**config.mk**
```make
export PLATFORM = sky130hd
export DESIGN_NAME = separator_byte_chunker_flat
export DESIGN_NICKNAME = d
export VERILOG_FILES = /design/src/hdl/sbc_pkg.sv /design/src/hdl/sbc_item_if.sv /design/src/hdl/sbc_result_if.sv /design/src/hdl/sbc_cfg_if.sv /design/src/hdl/separator_byte_chunker.sv /design/src/flat_wrapper.sv
export SDC_FILE = /design/constraint.sdc
export NUM_CORES = 1
export LEC_CHECK = 0
export BUFFER_PORTS_ARGS = -buffer_cell sky130_fd_sc_hd__buf_2
export CAP_MARGIN = 20
export CORE_MARGIN = 2
export CORE_UTILIZATION = 50
export DETAILED_ROUTE_END_ITERATION = 12
export PLACE_DENSITY = 0.7
export SLEW_MARGIN = 20
export SYNTH_ARGS = -nofsm -noshare
export SYNTH_HDL_FRONTEND = slang
export SYNTH_SLANG_ARGS = --single-unit
```
**constraint.sdc**
```tcl
create_clock -name clk -period 4.6 [get_ports clk]
set_clock_uncertainty 0.05 [all_clocks]
set_input_delay 0.46 -clock clk [delete_from_list [all_inputs] [get_ports clk]]
set_output_delay 0.46 -clock clk [all_outputs]
set_load 0.1 [all_outputs]
```
**src/hdl/sbc_pkg.sv**
```systemverilog
// shared types and constants of the separator byte chunker
package sbc_pkg;

    localparam int BYTE_W     = 8;
    localparam int CFG_IDX_W  = 2;
    localparam int CFG_DATA_W = 8;

    // configuration register indexes
    localparam logic [CFG_IDX_W-1:0] REG_FIRST_SEP  = 2'd0;
    localparam logic [CFG_IDX_W-1:0] REG_SECOND_SEP = 2'd1;
    localparam logic [CFG_IDX_W-1:0] REG_TWO_BYTE   = 2'd2;

    // reset values of the registers
    localparam logic [BYTE_W-1:0] FIRST_SEP_RESET  = 8'd10;
    localparam logic [BYTE_W-1:0] SECOND_SEP_RESET = 8'd0;

    // input command codes
    localparam logic CMD_DATA = 1'b0;
    localparam logic CMD_EOS  = 1'b1;

    // result queue
    localparam int RES_DEPTH = 4;
    localparam int RES_PTR_W = 2;
    localparam int RES_CNT_W = 3;

    typedef struct packed {
        logic [BYTE_W-1:0] out_byte;
        logic              byte_valid;
        logic              chunk_last;
        logic              end_of_stream;
    } res_item_t;

endpackage

```
**src/hdl/sbc_item_if.sv**
```systemverilog
// input channel: data bytes and end-of-stream commands
interface sbc_item_if;
    logic                      valid;
    logic                      ready;
    logic                      cmd;
    logic [sbc_pkg::BYTE_W-1:0] data_byte;

    modport source (output valid, output cmd, output data_byte, input ready);
    modport sink   (input valid, input cmd, input data_byte, output ready);
endinterface

```
**src/hdl/sbc_result_if.sv**
```systemverilog
// output channel: chunk bytes with last and end-of-stream marks
interface sbc_result_if;
    logic                      valid;
    logic                      ready;
    logic [sbc_pkg::BYTE_W-1:0] out_byte;
    logic                      byte_valid;
    logic                      chunk_last;
    logic                      end_of_stream;

    modport source (output valid, output out_byte, output byte_valid, output chunk_last,
                    output end_of_stream, input ready);
    modport sink   (input valid, input out_byte, input byte_valid, input chunk_last,
                    input end_of_stream, output ready);
endinterface

```
**src/hdl/sbc_cfg_if.sv**
```systemverilog
// configuration write channel
interface sbc_cfg_if;
    logic                          valid;
    logic                          ready;
    logic [sbc_pkg::CFG_IDX_W-1:0]  index;
    logic [sbc_pkg::CFG_DATA_W-1:0] data;

    modport source (output valid, output index, output data, input ready);
    modport sink   (input valid, input index, input data, output ready);
endinterface

```
**src/hdl/separator_byte_chunker.sv**
```systemverilog
// separator byte chunker top level
//
//  channel   direction   carries
//  item      in          cmd, data_byte
//  result    out         out_byte, byte_valid, chunk_last, end_of_stream
//  cfg       in          index, data (register write)
//
// one item beat is taken per cycle while item.ready is high; its zero to two results go
// into a four-entry result queue that drains one beat per cycle while result.ready is
// high. item.ready is high while at least two queue slots are free. cfg.ready is
// always high. rst_n sets the registers to their reset values and clears held byte,
// chunk count and queue pointers asynchronously. a stalled result side fills the
// queue and then holds item.ready low.
module separator_byte_chunker #(
    parameter int CHUNK_MAX = 256
) (
    input  logic          clk,
    input  logic          rst_n,
    sbc_item_if.sink      item,
    sbc_result_if.source  result,
    sbc_cfg_if.sink       cfg
);

    localparam int CNT_W = $clog2(CHUNK_MAX);

    logic [sbc_pkg::BYTE_W-1:0] first_sep_reg;
    logic [sbc_pkg::BYTE_W-1:0] second_sep_reg;
    logic                       two_byte_reg;

    logic [sbc_pkg::BYTE_W-1:0] held_byte_reg, held_byte_next;
    logic                       held_valid_reg, held_valid_next;
    logic [CNT_W-1:0]           chunk_cnt_reg, chunk_cnt_next;

    sbc_pkg::res_item_t         res_mem [sbc_pkg::RES_DEPTH];
    logic [sbc_pkg::RES_PTR_W-1:0] wr_ptr_reg, rd_ptr_reg;
    logic [sbc_pkg::RES_CNT_W-1:0] res_cnt_reg, res_cnt_next;

    sbc_pkg::res_item_t res0, res1, byte_res;
    logic [1:0]         n_res;
    logic               byte_emit;
    logic               full;
    logic               pair_done;
    logic               item_acc;
    logic               res_pop;
    logic [CNT_W-1:0]   cnt_inc;

    assign item.ready = (res_cnt_reg <= sbc_pkg::RES_CNT_W'(sbc_pkg::RES_DEPTH - 2));
    assign item_acc   = item.valid && item.ready;
    assign cfg.ready  = 1'b1;

    assign result.valid         = (res_cnt_reg != '0);
    assign result.out_byte      = res_mem[rd_ptr_reg].out_byte;
    assign result.byte_valid    = res_mem[rd_ptr_reg].byte_valid;
    assign result.chunk_last    = res_mem[rd_ptr_reg].chunk_last;
    assign result.end_of_stream = res_mem[rd_ptr_reg].end_of_stream;
    assign res_pop              = result.valid && result.ready;

    assign full      = (chunk_cnt_reg == CNT_W'(CHUNK_MAX - 1));
    assign cnt_inc   = chunk_cnt_reg + 1'b1;
    assign pair_done = held_valid_reg && two_byte_reg && (held_byte_reg == first_sep_reg)
                       && (item.data_byte == second_sep_reg);

    always_comb
    begin
        res0            = '0;
        res1            = '0;
        byte_res        = '0;
        byte_emit       = 1'b0;
        n_res           = 2'd0;
        held_byte_next  = held_byte_reg;
        held_valid_next = held_valid_reg;
        chunk_cnt_next  = chunk_cnt_reg;

        if (item.cmd == sbc_pkg::CMD_EOS)
        begin
            res0.out_byte      = held_valid_reg ? held_byte_reg : '0;
            res0.byte_valid    = held_valid_reg;
            res0.chunk_last    = 1'b1;
            res1.chunk_last    = 1'b1;
            res1.end_of_stream = 1'b1;
            n_res              = 2'd2;
            held_byte_next     = '0;
            held_valid_next    = 1'b0;
            chunk_cnt_next     = '0;
        end
        else if (pair_done)
        begin
            res0.out_byte   = held_byte_reg;
            res0.byte_valid = 1'b1;
            res1.out_byte   = item.data_byte;
            res1.byte_valid = 1'b1;
            res1.chunk_last = 1'b1;
            n_res           = 2'd2;
            held_valid_next = 1'b0;
            chunk_cnt_next  = '0;
        end
        else
        begin
            byte_res.out_byte   = item.data_byte;
            byte_res.byte_valid = 1'b1;
            held_valid_next     = 1'b0;
            if (full)
            begin
                byte_res.chunk_last = 1'b1;
                byte_emit           = 1'b1;
                chunk_cnt_next      = '0;
            end
            else if (item.data_byte == first_sep_reg)
            begin
                // pair mode keeps a possible first separator back
                if (two_byte_reg)
                begin
                    held_byte_next  = item.data_byte;
                    held_valid_next = 1'b1;
                    chunk_cnt_next  = cnt_inc;
                end
                else
                begin
                    byte_res.chunk_last = 1'b1;
                    byte_emit           = 1'b1;
                    chunk_cnt_next      = '0;
                end
            end
            else
            begin
                byte_emit      = 1'b1;
                chunk_cnt_next = cnt_inc;
            end

            // a released held byte goes out first, never as last
            if (held_valid_reg)
            begin
                res0.out_byte   = held_byte_reg;
                res0.byte_valid = 1'b1;
                res1            = byte_res;
                n_res           = byte_emit ? 2'd2 : 2'd1;
            end
            else
            begin
                res0  = byte_res;
                n_res = byte_emit ? 2'd1 : 2'd0;
            end
        end
    end

    always_comb
    begin
        res_cnt_next = res_cnt_reg + sbc_pkg::RES_CNT_W'(item_acc ? n_res : 2'd0)
                       - sbc_pkg::RES_CNT_W'(res_pop);
    end

    always_ff @(posedge clk or negedge rst_n)
    begin
        if (!rst_n)
        begin
            first_sep_reg  <= sbc_pkg::FIRST_SEP_RESET;
            second_sep_reg <= sbc_pkg::SECOND_SEP_RESET;
            two_byte_reg   <= 1'b0;
        end
        else if (cfg.valid && cfg.ready)
        begin
            unique case (cfg.index)
                sbc_pkg::REG_FIRST_SEP:  first_sep_reg  <= cfg.data;
                sbc_pkg::REG_SECOND_SEP: second_sep_reg <= cfg.data;
                sbc_pkg::REG_TWO_BYTE:   two_byte_reg   <= cfg.data[0];
                default:                 ;
            endcase
        end
    end

    always_ff @(posedge clk or negedge rst_n)
    begin
        if (!rst_n)
        begin
            held_byte_reg  <= '0;
            held_valid_reg <= 1'b0;
            chunk_cnt_reg  <= '0;
        end
        else if (item_acc)
        begin
            held_byte_reg  <= held_byte_next;
            held_valid_reg <= held_valid_next;
            chunk_cnt_reg  <= chunk_cnt_next;
        end
    end

    always_ff @(posedge clk or negedge rst_n)
    begin
        if (!rst_n)
        begin
            wr_ptr_reg  <= '0;
            rd_ptr_reg  <= '0;
            res_cnt_reg <= '0;
        end
        else
        begin
            res_cnt_reg <= res_cnt_next;
            if (item_acc)
            begin
                wr_ptr_reg <= wr_ptr_reg + sbc_pkg::RES_PTR_W'(n_res);
            end
            if (res_pop)
            begin
                rd_ptr_reg <= rd_ptr_reg + 1'b1;
            end
        end
    end

    // queue storage
    always_ff @(posedge clk)
    begin
        if (item_acc && (n_res != 2'd0))
        begin
            res_mem[wr_ptr_reg] <= res0;
        end
        if (item_acc && (n_res == 2'd2))
        begin
            res_mem[wr_ptr_reg + 1'b1] <= res1;
        end
    end

`ifndef ASSERT_OFF
    a_queue_bound: assert property (@(posedge clk) disable iff (!rst_n)
        res_cnt_reg <= sbc_pkg::RES_CNT_W'(sbc_pkg::RES_DEPTH))
        else $error("result queue overfilled");

    a_held_counted: assert property (@(posedge clk) disable iff (!rst_n)
        held_valid_reg |-> (chunk_cnt_reg != '0))
        else $error("held byte not counted in chunk");

    a_eos_clears: assert property (@(posedge clk) disable iff (!rst_n)
        (item_acc && (item.cmd == sbc_pkg::CMD_EOS))
        |=> (!held_valid_reg && (chunk_cnt_reg == '0) && (res_cnt_reg != '0)))
        else $error("end of stream did not clear state");

    a_eos_marker: assert property (@(posedge clk) disable iff (!rst_n)
        (result.valid && result.end_of_stream) |-> (result.chunk_last && !result.byte_valid))
        else $error("malformed end-of-stream beat");
`endif

endmodule

```
**src/flat_wrapper.sv**
```systemverilog
// flat-port wrapper written by rule: the top's interface ports become plain ports
module separator_byte_chunker_flat 
#(
    parameter int CHUNK_MAX = 256
)
  (clk, rst_n, item_valid, item_cmd, item_data_byte, item_ready, result_valid, result_out_byte, result_byte_valid, result_chunk_last, result_end_of_stream, result_ready, cfg_valid, cfg_index, cfg_data, cfg_ready);
  sbc_item_if item_i ();
  sbc_result_if result_i ();
  sbc_cfg_if cfg_i ();
  input  logic clk;
  input  logic rst_n;
  input wire logic [$bits(item_i.valid)-1:0] item_valid;
  input wire logic [$bits(item_i.cmd)-1:0] item_cmd;
  input wire logic [$bits(item_i.data_byte)-1:0] item_data_byte;
  output wire logic [$bits(item_i.ready)-1:0] item_ready;
  output wire logic [$bits(result_i.valid)-1:0] result_valid;
  output wire logic [$bits(result_i.out_byte)-1:0] result_out_byte;
  output wire logic [$bits(result_i.byte_valid)-1:0] result_byte_valid;
  output wire logic [$bits(result_i.chunk_last)-1:0] result_chunk_last;
  output wire logic [$bits(result_i.end_of_stream)-1:0] result_end_of_stream;
  input wire logic [$bits(result_i.ready)-1:0] result_ready;
  input wire logic [$bits(cfg_i.valid)-1:0] cfg_valid;
  input wire logic [$bits(cfg_i.index)-1:0] cfg_index;
  input wire logic [$bits(cfg_i.data)-1:0] cfg_data;
  output wire logic [$bits(cfg_i.ready)-1:0] cfg_ready;
  assign item_i.valid = item_valid;
  assign item_i.cmd = item_cmd;
  assign item_i.data_byte = item_data_byte;
  assign item_ready = item_i.ready;
  assign result_valid = result_i.valid;
  assign result_out_byte = result_i.out_byte;
  assign result_byte_valid = result_i.byte_valid;
  assign result_chunk_last = result_i.chunk_last;
  assign result_end_of_stream = result_i.end_of_stream;
  assign result_i.ready = result_ready;
  assign cfg_i.valid = cfg_valid;
  assign cfg_i.index = cfg_index;
  assign cfg_i.data = cfg_data;
  assign cfg_ready = cfg_i.ready;
  separator_byte_chunker #(.CHUNK_MAX(CHUNK_MAX)) u_core (.clk(clk), .rst_n(rst_n), .item(item_i), .result(result_i), .cfg(cfg_i));
endmodule
```
==> flow_summary.json, run 1 <==
{
  "outcome": "finished, final reports clean",
  "gp_congestion": 0.916,
  "num_rows": 35,
  "crit_type": "flop to flop",
  "synth_cells": 441,
  "max-slew-margin-rel": 0.318,
  "globalRouteOverflowTotal": 0,
  "initial_utilization": 0.515,
  "grt_pass1_vias": 3554,
  "r2r_start": "u_core.first_sep_reg[5]",
  "wl_met1_um": 4670,
  "dieHeight_um": 102,
  "synth-edff-count": 44,
  "fp.dieArea_um2": 10300,
  "fin_crit_sh": 0.774,
  "cts_resized": 0,
  "worstPathMaxFanout": 16,
  "setup_violations": 0,
  "vias": 3655,
  "syn-num-nets": 472,
  "avgViaCountPerCell": 6.05,
  "placed_area_um2": 5060,
  "clockBufferDepth": 2,
  "grt_pass1_wl_um": 17900,
  "ir_worst_vdd_uv": 236,
  "numCtsBuffers": 9,
  "fin_setup_tns_ps": 0,
  "synthMostInstantiatedCell": "o21ai_0",
  "cts-root-buf": "clkbuf_8",
  "synth_cell_type_count": 51,
  "design_area_um2": 5280,
  "p_leak_nw": 2.11,
  "synth_top_cell_area_share": 0.278,
  "antenna_found_initial": 0,
  "cellPowerDensity_nw_per_um2": 555,
  "ant_nets": 0,
  "fmax_mhz": 281,
  "wl_met3_um": 672,
  "hold_buffers": 0,
  "layout-drive-gt1-share": 0.211,
  "place_hpwl_um": 7720,
  "maxCapViolations": 0,
  "dr_wl_met2_um": 5270,
  "crit_end": "u_core.res_mem[3][10]",
  "dp_slack_ps": 897,
  "initialDrtViolationCount": 217,
  "grt_usage": 0.225,
  "critPathMaxStageDelay_ps": 630,
  "largest_reg_flops": 44,
  "fin_hold_ws_ps": 177,
  "synth.yosys.warnings": 0,
  "async_reset_ff_frac": 0.482,
  "worstPathCellList": "xor2_1 -> nor4_1 -> nand4_1 -> ha_1 -> inv_1 -> a21oi_1 -> o21a_1 -> buf_4 -> nor3_1 -> o31ai_1",
  "final-hold-violation-count": 0,
  "ys_seq_elements": 85,
  "path_buf_inv": 2,
  "critical_path.top_delay_family": "compound AO/OA/AOI/OAI gates",
  "cp-end-kind": "flop",
  "drtPass1Iterations": 5,
  "die_w_um": 102,
  "cts_setup_buffers": 0,
  "layout_setup_ws_ps": 1040,
  "drv_slew": 0,
  "hold_class": "primary input to asynchronous set/reset pin",
  "clock-sinks": 85,
  "synth_area_leaders": "edfxtp_1 (28%), dfrtp_1 (21%), mux4_2 (5.2%), o21ai_0 (4.9%), xor2_1 (4.6%)",
  "min_period_ps": 3560,
  "arrival_ps": 3690,
  "postSynthAreaPerCell_um2": 10.8,
  "synth_top_area_cell": "edfxtp_1",
  "cts_tree": "yes",
  "clk_pin_slew_ps": 90,
  "crit_start": "u_core.first_sep_reg[5]",
  "cp_num_cells": 10,
  "critPathLaunchType": "flop",
  "drc": 0,
  "r2r_cells": 10,
  "synth_ff_type": "edfxtp_1",
  "drt_wl_total_um": 10800,
  "regMostFlops": "u_core.res_mem",
  "cp_slowest_cell": "nor4_1",
  "clk_latency_ps": 360,
  "rrSetupSlack_ps": 1040,
  "diodes": 0,
  "io_pins": 38,
  "portBuffers": 36,
  "required_ps": 4720,
  "grt_max_degree": 42,
  "ys_seq_area_frac": 0.494,
  "top_layer_used": "met4",
  "finalNetCount": 501,
  "r2r_end": "u_core.res_mem[3][10]",
  "coreArea_um2": 9240,
  "synth_area_um2": 4760,
  "area_delta_synth_final_pct": 10.9,
  "synth_top_cells_by_count": "o21ai_0 (47), edfxtp_1 (44), dfrtp_1 (39), nand2_1 (31), xor2_1 (25)",
  "rsz0062_at_grt": "no",
  "wl_per_cell_um": 17.9,
  "worst_pin_slew_ps": 1020,
  "h-tree-depth": 3,
  "fill_cells": 795
}
## worst min-delay path by stage
| stage | from | endpoint | slack, ps | cells after the start |
|---|---|---|---|---|
| 2_1_floorplan | rst_n | u_core.chunk_cnt_reg[0] | 110 | 0 |
| 3_3_place_gp | u_core.res_cnt_reg[2] | u_core.res_cnt_reg[2] | 430 | 1 |
| 3_5_place_dp | u_core.res_cnt_reg[2] | u_core.res_cnt_reg[2] | 430 | 1 |
| 4_1_cts | rst_n | u_core.second_sep_reg[1] | 210 | 1 |
| 5_1_grt | rst_n | u_core.second_sep_reg[1] | 250 | 1 |
| 6_report | rst_n | u_core.wr_ptr_reg[1] | 180 | 1 |
## worst reg2reg max path, stage by stage (launching register included)
cell,delay (ps)
dfrtp_1,420
xor2_1,150
nor4_1,630
nand4_1,240
ha_1,380
inv_1,90
a21oi_1,230
o21a_1,520
buf_4,290
nor3_1,70
o31ai_1,290
## cell type report
class	instances	area [um^2]	area share
Clock buffer	12	178	0.0337
Timing Repair Buffer	42	225	0.0427
Tap cell	129	161	0.0306
Sequential cell	85	2350	0.445
Inverter	13	48.8	0.00925
Multi-Input combinational cell	319	2280	0.432
Clock inverter	4	36.3	0.00688
## where the power goes
group          total [mW]  internal [mW]  switching (mW)
Combinational        1.25          0.348           0.898
Sequential           1.13          0.972           0.157
Clock               0.551          0.269           0.282
## metrics by stage
| stage | cells | power [mW] | utilization |
|---|---|---|---|
| 2_1_floorplan | 441 | 2.16 | - |
| 3_3_place_gp | 588 | 2.37 | 0.548 |
| 3_5_place_dp | 588 | 2.40 | 0.548 |
| 4_1_cts | 604 | 2.94 | 0.571 |
| 5_1_grt | 604 | 3.08 | 0.571 |
| 6_report | 604 | 2.93 | 0.571 |
## cells by family after synthesis
kind of cell / after synthesis / share of synthesized area
AND/OR/NAND/NOR: 128 / 0.145
adder cells (fa/ha/maj): 7 / 0.0200
flip-flops: 85 / 0.494
multiplexers: 29 / 0.0944
other: 1 / 0.000788
AO/OA/AOI/OAI: 125 / 0.162
buffers and inverters: 37 / 0.0305
XOR/XNOR: 29 / 0.0534
## cells in the final DEF (no fill, tap or decap), types with 12 or more instances in the layout
| cell type | count |
|---|---|
| edfxtp_1 | 44 |
| o22ai_1 | 19 |
| buf_2 | 36 |
| o31ai_1 | 15 |
| a21o_1 | 12 |
| and3_1 | 12 |
| nand2_1 | 31 |
| a21oi_1 | 13 |
| mux2_2 | 17 |
| dfrtp_1 | 39 |
| o21ai_0 | 47 |
| nor2_1 | 21 |
| xor2_1 | 25 |
## metal layers
layer / up-vias / global-route usage
met5: - / 0
li1: 1722 / -
met2: 161 / 0.374
met4: 0 / 0.0884
met1: 1755 / 0.300
met3: 17 / 0.0317
(Power assumes the default switching activity.)
==> run 2: changes to the inputs <==
--- a/config.mk
+++ b/config.mk
@@ -10,7 +10,7 @@
 export CORE_MARGIN = 2
 export CORE_UTILIZATION = 50
 export DETAILED_ROUTE_END_ITERATION = 12
-export PLACE_DENSITY = 0.7
+export PLACE_DENSITY = 0.73
 export SLEW_MARGIN = 20
 export SYNTH_ARGS = -nofsm -noshare
 export SYNTH_HDL_FRONTEND = slang
==> constraint.sdc (replaced) <==
create_clock -name clk -period 3 [get_ports clk]
set_clock_uncertainty 0.05 [all_clocks]
set_input_delay 0.3 -clock clk [delete_from_list [all_inputs] [get_ports clk]]
set_output_delay 0.3 -clock clk [all_outputs]
set_load 0.1 [all_outputs]
==> run 2 against run 1 <==
Net effect:
- power increased by 59%
- fmax rose by 23%
- sequential share of layout area decreased by 2.6 points
- via count is 6.0% higher
- flip-flop and latch count is the same
- utilization is 3.5 points higher
- cell count increased by 5.5%
- global-route usage rose by 0.79 points
- critical endpoint is now u_core.wr_ptr_reg[1]
- largest power group unchanged
- highest routed layer unchanged
==> flow_summary.json, run 2 (synthesis results as in run 1) <==
{
  "clk_pin_slew_ps": 90,
  "worstPathMaxFanout": 4,
  "num_rows": 35,
  "multi_input_area_um2": 2320,
  "p_leak_nw": 2.30,
  "critPathLaunchType": "flop",
  "dieHeight_um": 102,
  "fmax_mhz": 346,
  "min_period_ps": 2890,
  "power.internal_mw": 2.58,
  "diodes": 0,
  "coreArea_um2": 9240,
  "fin_hold_ws_ps": 6.50,
  "layout_setup_ws_ps": 107,
  "required_ps": 3200,
  "largest_reg_flops": 44,
  "initialDrtViolationCount": 441,
  "initial_utilization": 0.515,
  "grt_max_degree": 42,
  "fill_cells": 771,
  "sw_frac_of_total": 0.447,
  "portBuffers": 36,
  "clockBufferDepth": 2,
  "regMostFlops": "u_core.res_mem",
  "numCtsBuffers": 9,
  "placed_cells": 617,
  "drc": 0,
  "die_w_um": 102,
  "outcome": "finished, final reports clean",
  "fin_cells": 637,
  "fp.dieArea_um2": 10300,
  "globalRouteOverflowTotal": 0,
  "place_hpwl_um": 8000,
  "drt_wl_total_um": 11000,
  "setup_violations": 0,
  "p_sw_mw": 2.09,
  "ant_nets": 0,
  "cp-end-kind": "flop",
  "final-hold-violation-count": 0,
  "fin_crit_sh": 0.964,
  "arrival_ps": 3100,
  "finalPower_mw": 4.67,
  "layout-drive-gt1-share": 0.278,
  "clock-sinks": 85,
  "hold_class": "primary input to asynchronous set/reset pin",
  "vias": 3874,
  "wl_per_cell_um": 17.3,
  "seq_power_share": 0.372,
  "cts-root-buf": "clkbuf_8",
  "most-common-layout-cells": "o21ai_0 (45), edfxtp_1 (44), dfrtp_1 (39)",
  "clk_latency_ps": 370,
  "maxCapViolations": 0,
  "crit_type": "flop to flop",
  "grt_usage": 0.233,
  "hold_buffers": 0,
  "io_pins": 38,
  "seq_area_um2": 2350,
  "grt_pass1_wl_um": 18500,
  "drtPass1Iterations": 6,
  "avgViaCountPerCell": 6.08,
  "drv_slew": 0,
  "worst_pin_slew_ps": 914,
  "p_comb_frac": 0.430,
  "gp_congestion": 0.894,
  "grt_pass1_vias": 3612,
  "cts_tree": "yes",
  "ir_worst_vdd_uv": 393,
  "mostFrequentLayoutCell": "o21ai_0",
  "dp_slack_ps": 40.7,
  "cellPowerDensity_nw_per_um2": 833,
  "antenna_found_initial": 0,
  "h-tree-depth": 3,
  "area_delta_synth_final_pct": 17.6,
  "max-slew-margin-rel": 0.391,
  "finalNetCount": 534,
  "p_clk_frac": 0.198
}
-- run 2: power by group through the flow --
stage	Clock, mW	Sequential, mW	Combinational [mW]
2_1_floorplan	0	1.65	1.69
3_3_place_gp	0	1.75	1.93
3_5_place_dp	0	1.77	1.97
4_1_cts	0.941	1.74	1.98
5_1_grt	0.987	1.78	2.13
6_report	0.926	1.73	2.01
-- run 2: area by class of cell --
type,count,area share
timing repair buffer,75,0.0874
tap,129,0.0288
clock buffer,9,0.0221
sequential,85,0.420
inverter,13,0.00872
multi-input combinational,319,0.414
clock inverter,7,0.0197
-- run 2: critical path, stage by stage, from the launching register on --
cell and delay [ps]:
dfrtp_1 410, ha_2 210, nand3_1 90, or3_1 400, nand4_1 130, ha_2 290, inv_1 110, nor2_1 60
ha_1 190, or4_1 520, and3_1 190, xnor2_1 110
-- run 2: final timing paths --
check	slack, ps	cells past startpoint	startpoint	to
setup reg to reg	110	11	u_core.chunk_cnt_reg[0]	u_core.wr_ptr_reg[1]
hold reg to reg	480	2	u_core.chunk_cnt_reg[7]	u_core.chunk_cnt_reg[7]
min in group clk	120	2	cfg_data[2]	u_core.second_sep_reg[2]
setup / recovery	110	11	u_core.chunk_cnt_reg[0]	u_core.wr_ptr_reg[1]
max in group asynchronous	2330	1	rst_n	u_core.held_byte_reg[3]
hold / removal	6	1	rst_n	u_core.chunk_cnt_reg[1]
-- run 2: what timing repair did --
action	in CTS	in global routing
endpoints found under the setup margin	0	31
gates resized for setup	0	11
buffers inserted	0	4
-- run 2: routing by layer --
metal  global-route usage  share of wire
met5                    0              0
met4                0.102          0.027
met3               0.0435          0.075
met2                0.355           0.47
met1                0.327           0.43
-- run 2: stage by stage --
step | TNS (ps) | util | area (um^2)
6_report | 0 | 0.606 | 5600
2_1_floorplan | -8460 | - | 4770
3_5_place_dp | 0 | 0.573 | 5300
3_3_place_gp | 0 | 0.573 | 5300
4_1_cts | 0 | 0.599 | 5530
5_1_grt | -11.2 | 0.606 | 5600
==> run 3: changes to the inputs <==
--- a/config.mk
+++ b/config.mk
@@ -5,12 +5,14 @@
 export SDC_FILE = /design/constraint.sdc
 export NUM_CORES = 1
 export LEC_CHECK = 0
-export BUFFER_PORTS_ARGS = -buffer_cell sky130_fd_sc_hd__buf_2
 export CAP_MARGIN = 20
 export CORE_MARGIN = 2
 export CORE_UTILIZATION = 50
 export DETAILED_ROUTE_END_ITERATION = 12
-export PLACE_DENSITY = 0.73
+export DONT_BUFFER_PORTS = 1
+export PLACE_DENSITY = 0.7
+export RECOVER_POWER = 25
+export SKIP_LAST_GASP = 1
 export SLEW_MARGIN = 20
 export SYNTH_ARGS = -nofsm -noshare
 export SYNTH_HDL_FRONTEND = slang
==> run 3 against run 2 <==
Net effect:
- the run now ends with capacitance limit, slew limit left
- power down 4.2%
- cell count down 5.5%
- sequential share of layout area increased by 1.6 points
- clock-buffer cell count grew 1
- via count down 4.7%
- critical path depth is the same
- first-iteration DRC count decreased by 37%
- wire length about the same
- non-clock buffer count shrank 35
- global-route usage fell by 0.61 points
- critical endpoint unchanged
- highest routed layer unchanged
==> flow_summary.json, run 3 (synthesis results as in run 1) <==
{
  "outcome": "complete, but fails checks",
  "violations": "capacitance limit, slew limit",
  "dieHeight_um": 102,
  "gr-usage-met2": 0.347,
  "grt_usage": 0.227,
  "critPathLaunchType": "flop",
  "p_comb_frac": 0.430,
  "portBuffers": 0,
  "most-common-layout-cells": "o21ai_0 (47), edfxtp_1 (44), dfrtp_1 (39)",
  "design_area_um2": 5390,
  "ir_worst_vdd_uv": 347,
  "setup_violations": 0,
  "clockBufferDepth": 2,
  "die_w_um": 102,
  "min_period_ps": 2820,
  "num_rows": 35,
  "placed_area_um2": 5060,
  "rsz0062_at_grt": "no",
  "regMostFlops": "u_core.res_mem",
  "fp.dieArea_um2": 10300,
  "sw_frac_of_total": 0.455,
  "antenna_found_initial": 0,
  "max-slew-margin-rel": -0.414,
  "diodes": 0,
  "cp-end-kind": "flop",
  "area_delta_synth_final_pct": 13.3,
  "grt_pass1_vias": 3541,
  "cellPowerDensity_nw_per_um2": 829,
  "avgViaCountPerCell": 6.13,
  "p_leak_nw": 2.12,
  "drc": 0,
  "coreArea_um2": 9240,
  "hold_class": "primary input to flop",
  "placed_cells": 573,
  "io_pins": 38,
  "initialDrtViolationCount": 277,
  "worst_pin_slew_ps": 2120,
  "ant_nets": 0,
  "finalNetCount": 499,
  "maxCapViolations": 1,
  "drtPass1Iterations": 5,
  "grt_util_met1": 0.312,
  "dp_slack_ps": 41.5,
  "met3_usage": 0.0663,
  "final_core_util": 0.584,
  "grt_busiest_layer": "met2",
  "cts-root-buf": "clkbuf_8",
  "crit_type": "flop to flop",
  "p_sw_mw": 2.03,
  "layout-drive-gt1-share": 0.197,
  "largest_reg_flops": 44,
  "fin_setup_tns_ps": 0,
  "clock-sinks": 85,
  "seq_power_share": 0.389,
  "fmax_mhz": 354,
  "initial_utilization": 0.515,
  "required_ps": 3180,
  "vias": 3693,
  "gp_congestion": 0.932,
  "finalPower_mw": 4.47,
  "p_clk_frac": 0.181,
  "arrival_ps": 3000,
  "fin_crit_sh": 0.941,
  "clk_latency_ps": 350,
  "drt_wl_total_um": 11000,
  "cts_tree": "yes",
  "place_hpwl_um": 7900,
  "worstPathMaxFanout": 5,
  "r2r_cells": 11,
  "holdPathStages": 1,
  "numCtsBuffers": 9,
  "power.internal_mw": 2.43,
  "fill_cells": 778,
  "h-tree-depth": 3,
  "mostFrequentLayoutCell": "o21ai_0",
  "fin_cells": 602,
  "clk_pin_slew_ps": 80,
  "layout_setup_ws_ps": 176,
  "fin_hold_ws_ps": 19.1,
  "grt_pass1_wl_um": 17900,
  "wl_per_cell_um": 18.3,
  "globalRouteOverflowTotal": 0,
  "grt_max_degree": 42,
  "final-hold-violation-count": 0,
  "drv_slew": 42
}
-- run 3: changes by cell type in the layout (fill, tap and decap cells not counted), moves of 2 or more --
cell	change
buf_2	-36
o21ai_0	+2
o31ai_2	-2
dlygate4sd3_1	+8
buf_4	-7
clkbuf_1	+2
clkinvlp_4	+2
o31ai_1	+2
o21ai_1	-2
-- run 3: worst max-delay path: stages (launching register included) --
cell and delay (ps):
dfrtp_1 390, ha_2 210, nand3_1 100, or3_1 400, nand4_1 170, ha_4 230, inv_2 80, nor2_1 50
ha_1 200, or4_1 520, and3_1 190, xnor2_1 120
-- run 3: final cells by class --
cell class	count	area, um^2	share of cell area
Sequential cell	85	2350	0.436
Inverter	13	48.8	0.00905
Timing Repair Buffer	40	329	0.0610
Tap cell	129	161	0.0299
Clock inverter	6	72.6	0.0135
Multi-Input combinational cell	319	2300	0.427
Clock buffer	10	128	0.0237
-- run 3: power groups by stage --
stage | clock, mW | combinational, mW | sequential, mW
2_1_floorplan | 0 | 1.69 | 1.65
3_3_place_gp | 0 | 1.84 | 1.76
3_5_place_dp | 0 | 1.88 | 1.77
4_1_cts | 0.828 | 1.91 | 1.75
5_1_grt | 0.881 | 2.04 | 1.78
6_report | 0.808 | 1.92 | 1.74
-- run 3: what timing repair did --
action	4_1_cts	5_1_grt
endpoints found under the hold margin	47	1
endpoints found under the setup margin	0	23
hold buffers	8	1
setup buffers	0	4
resized for setup	0	4
-- run 3: final timing paths --
path / from / to / slack [ps]
max reg2reg: u_core.chunk_cnt_reg[0] / u_core.wr_ptr_reg[1] / 180
min in group asynchronous: rst_n / u_core.chunk_cnt_reg[5] / 1070
min: item_data_byte[3] / u_core.held_byte_reg[3] / 20
max in group asynchronous: rst_n / u_core.held_byte_reg[3] / 630
min reg2reg: u_core.second_sep_reg[4] / u_core.second_sep_reg[4] / 480
max: u_core.chunk_cnt_reg[0] / u_core.wr_ptr_reg[1] / 180
-- run 3: per-layer routing --
layer,part of all wire,vias to the layer above
met2,0.47,162
met5,0,-
met1,0.44,1786
li1,-,1723
met4,0.019,0
met3,0.073,22
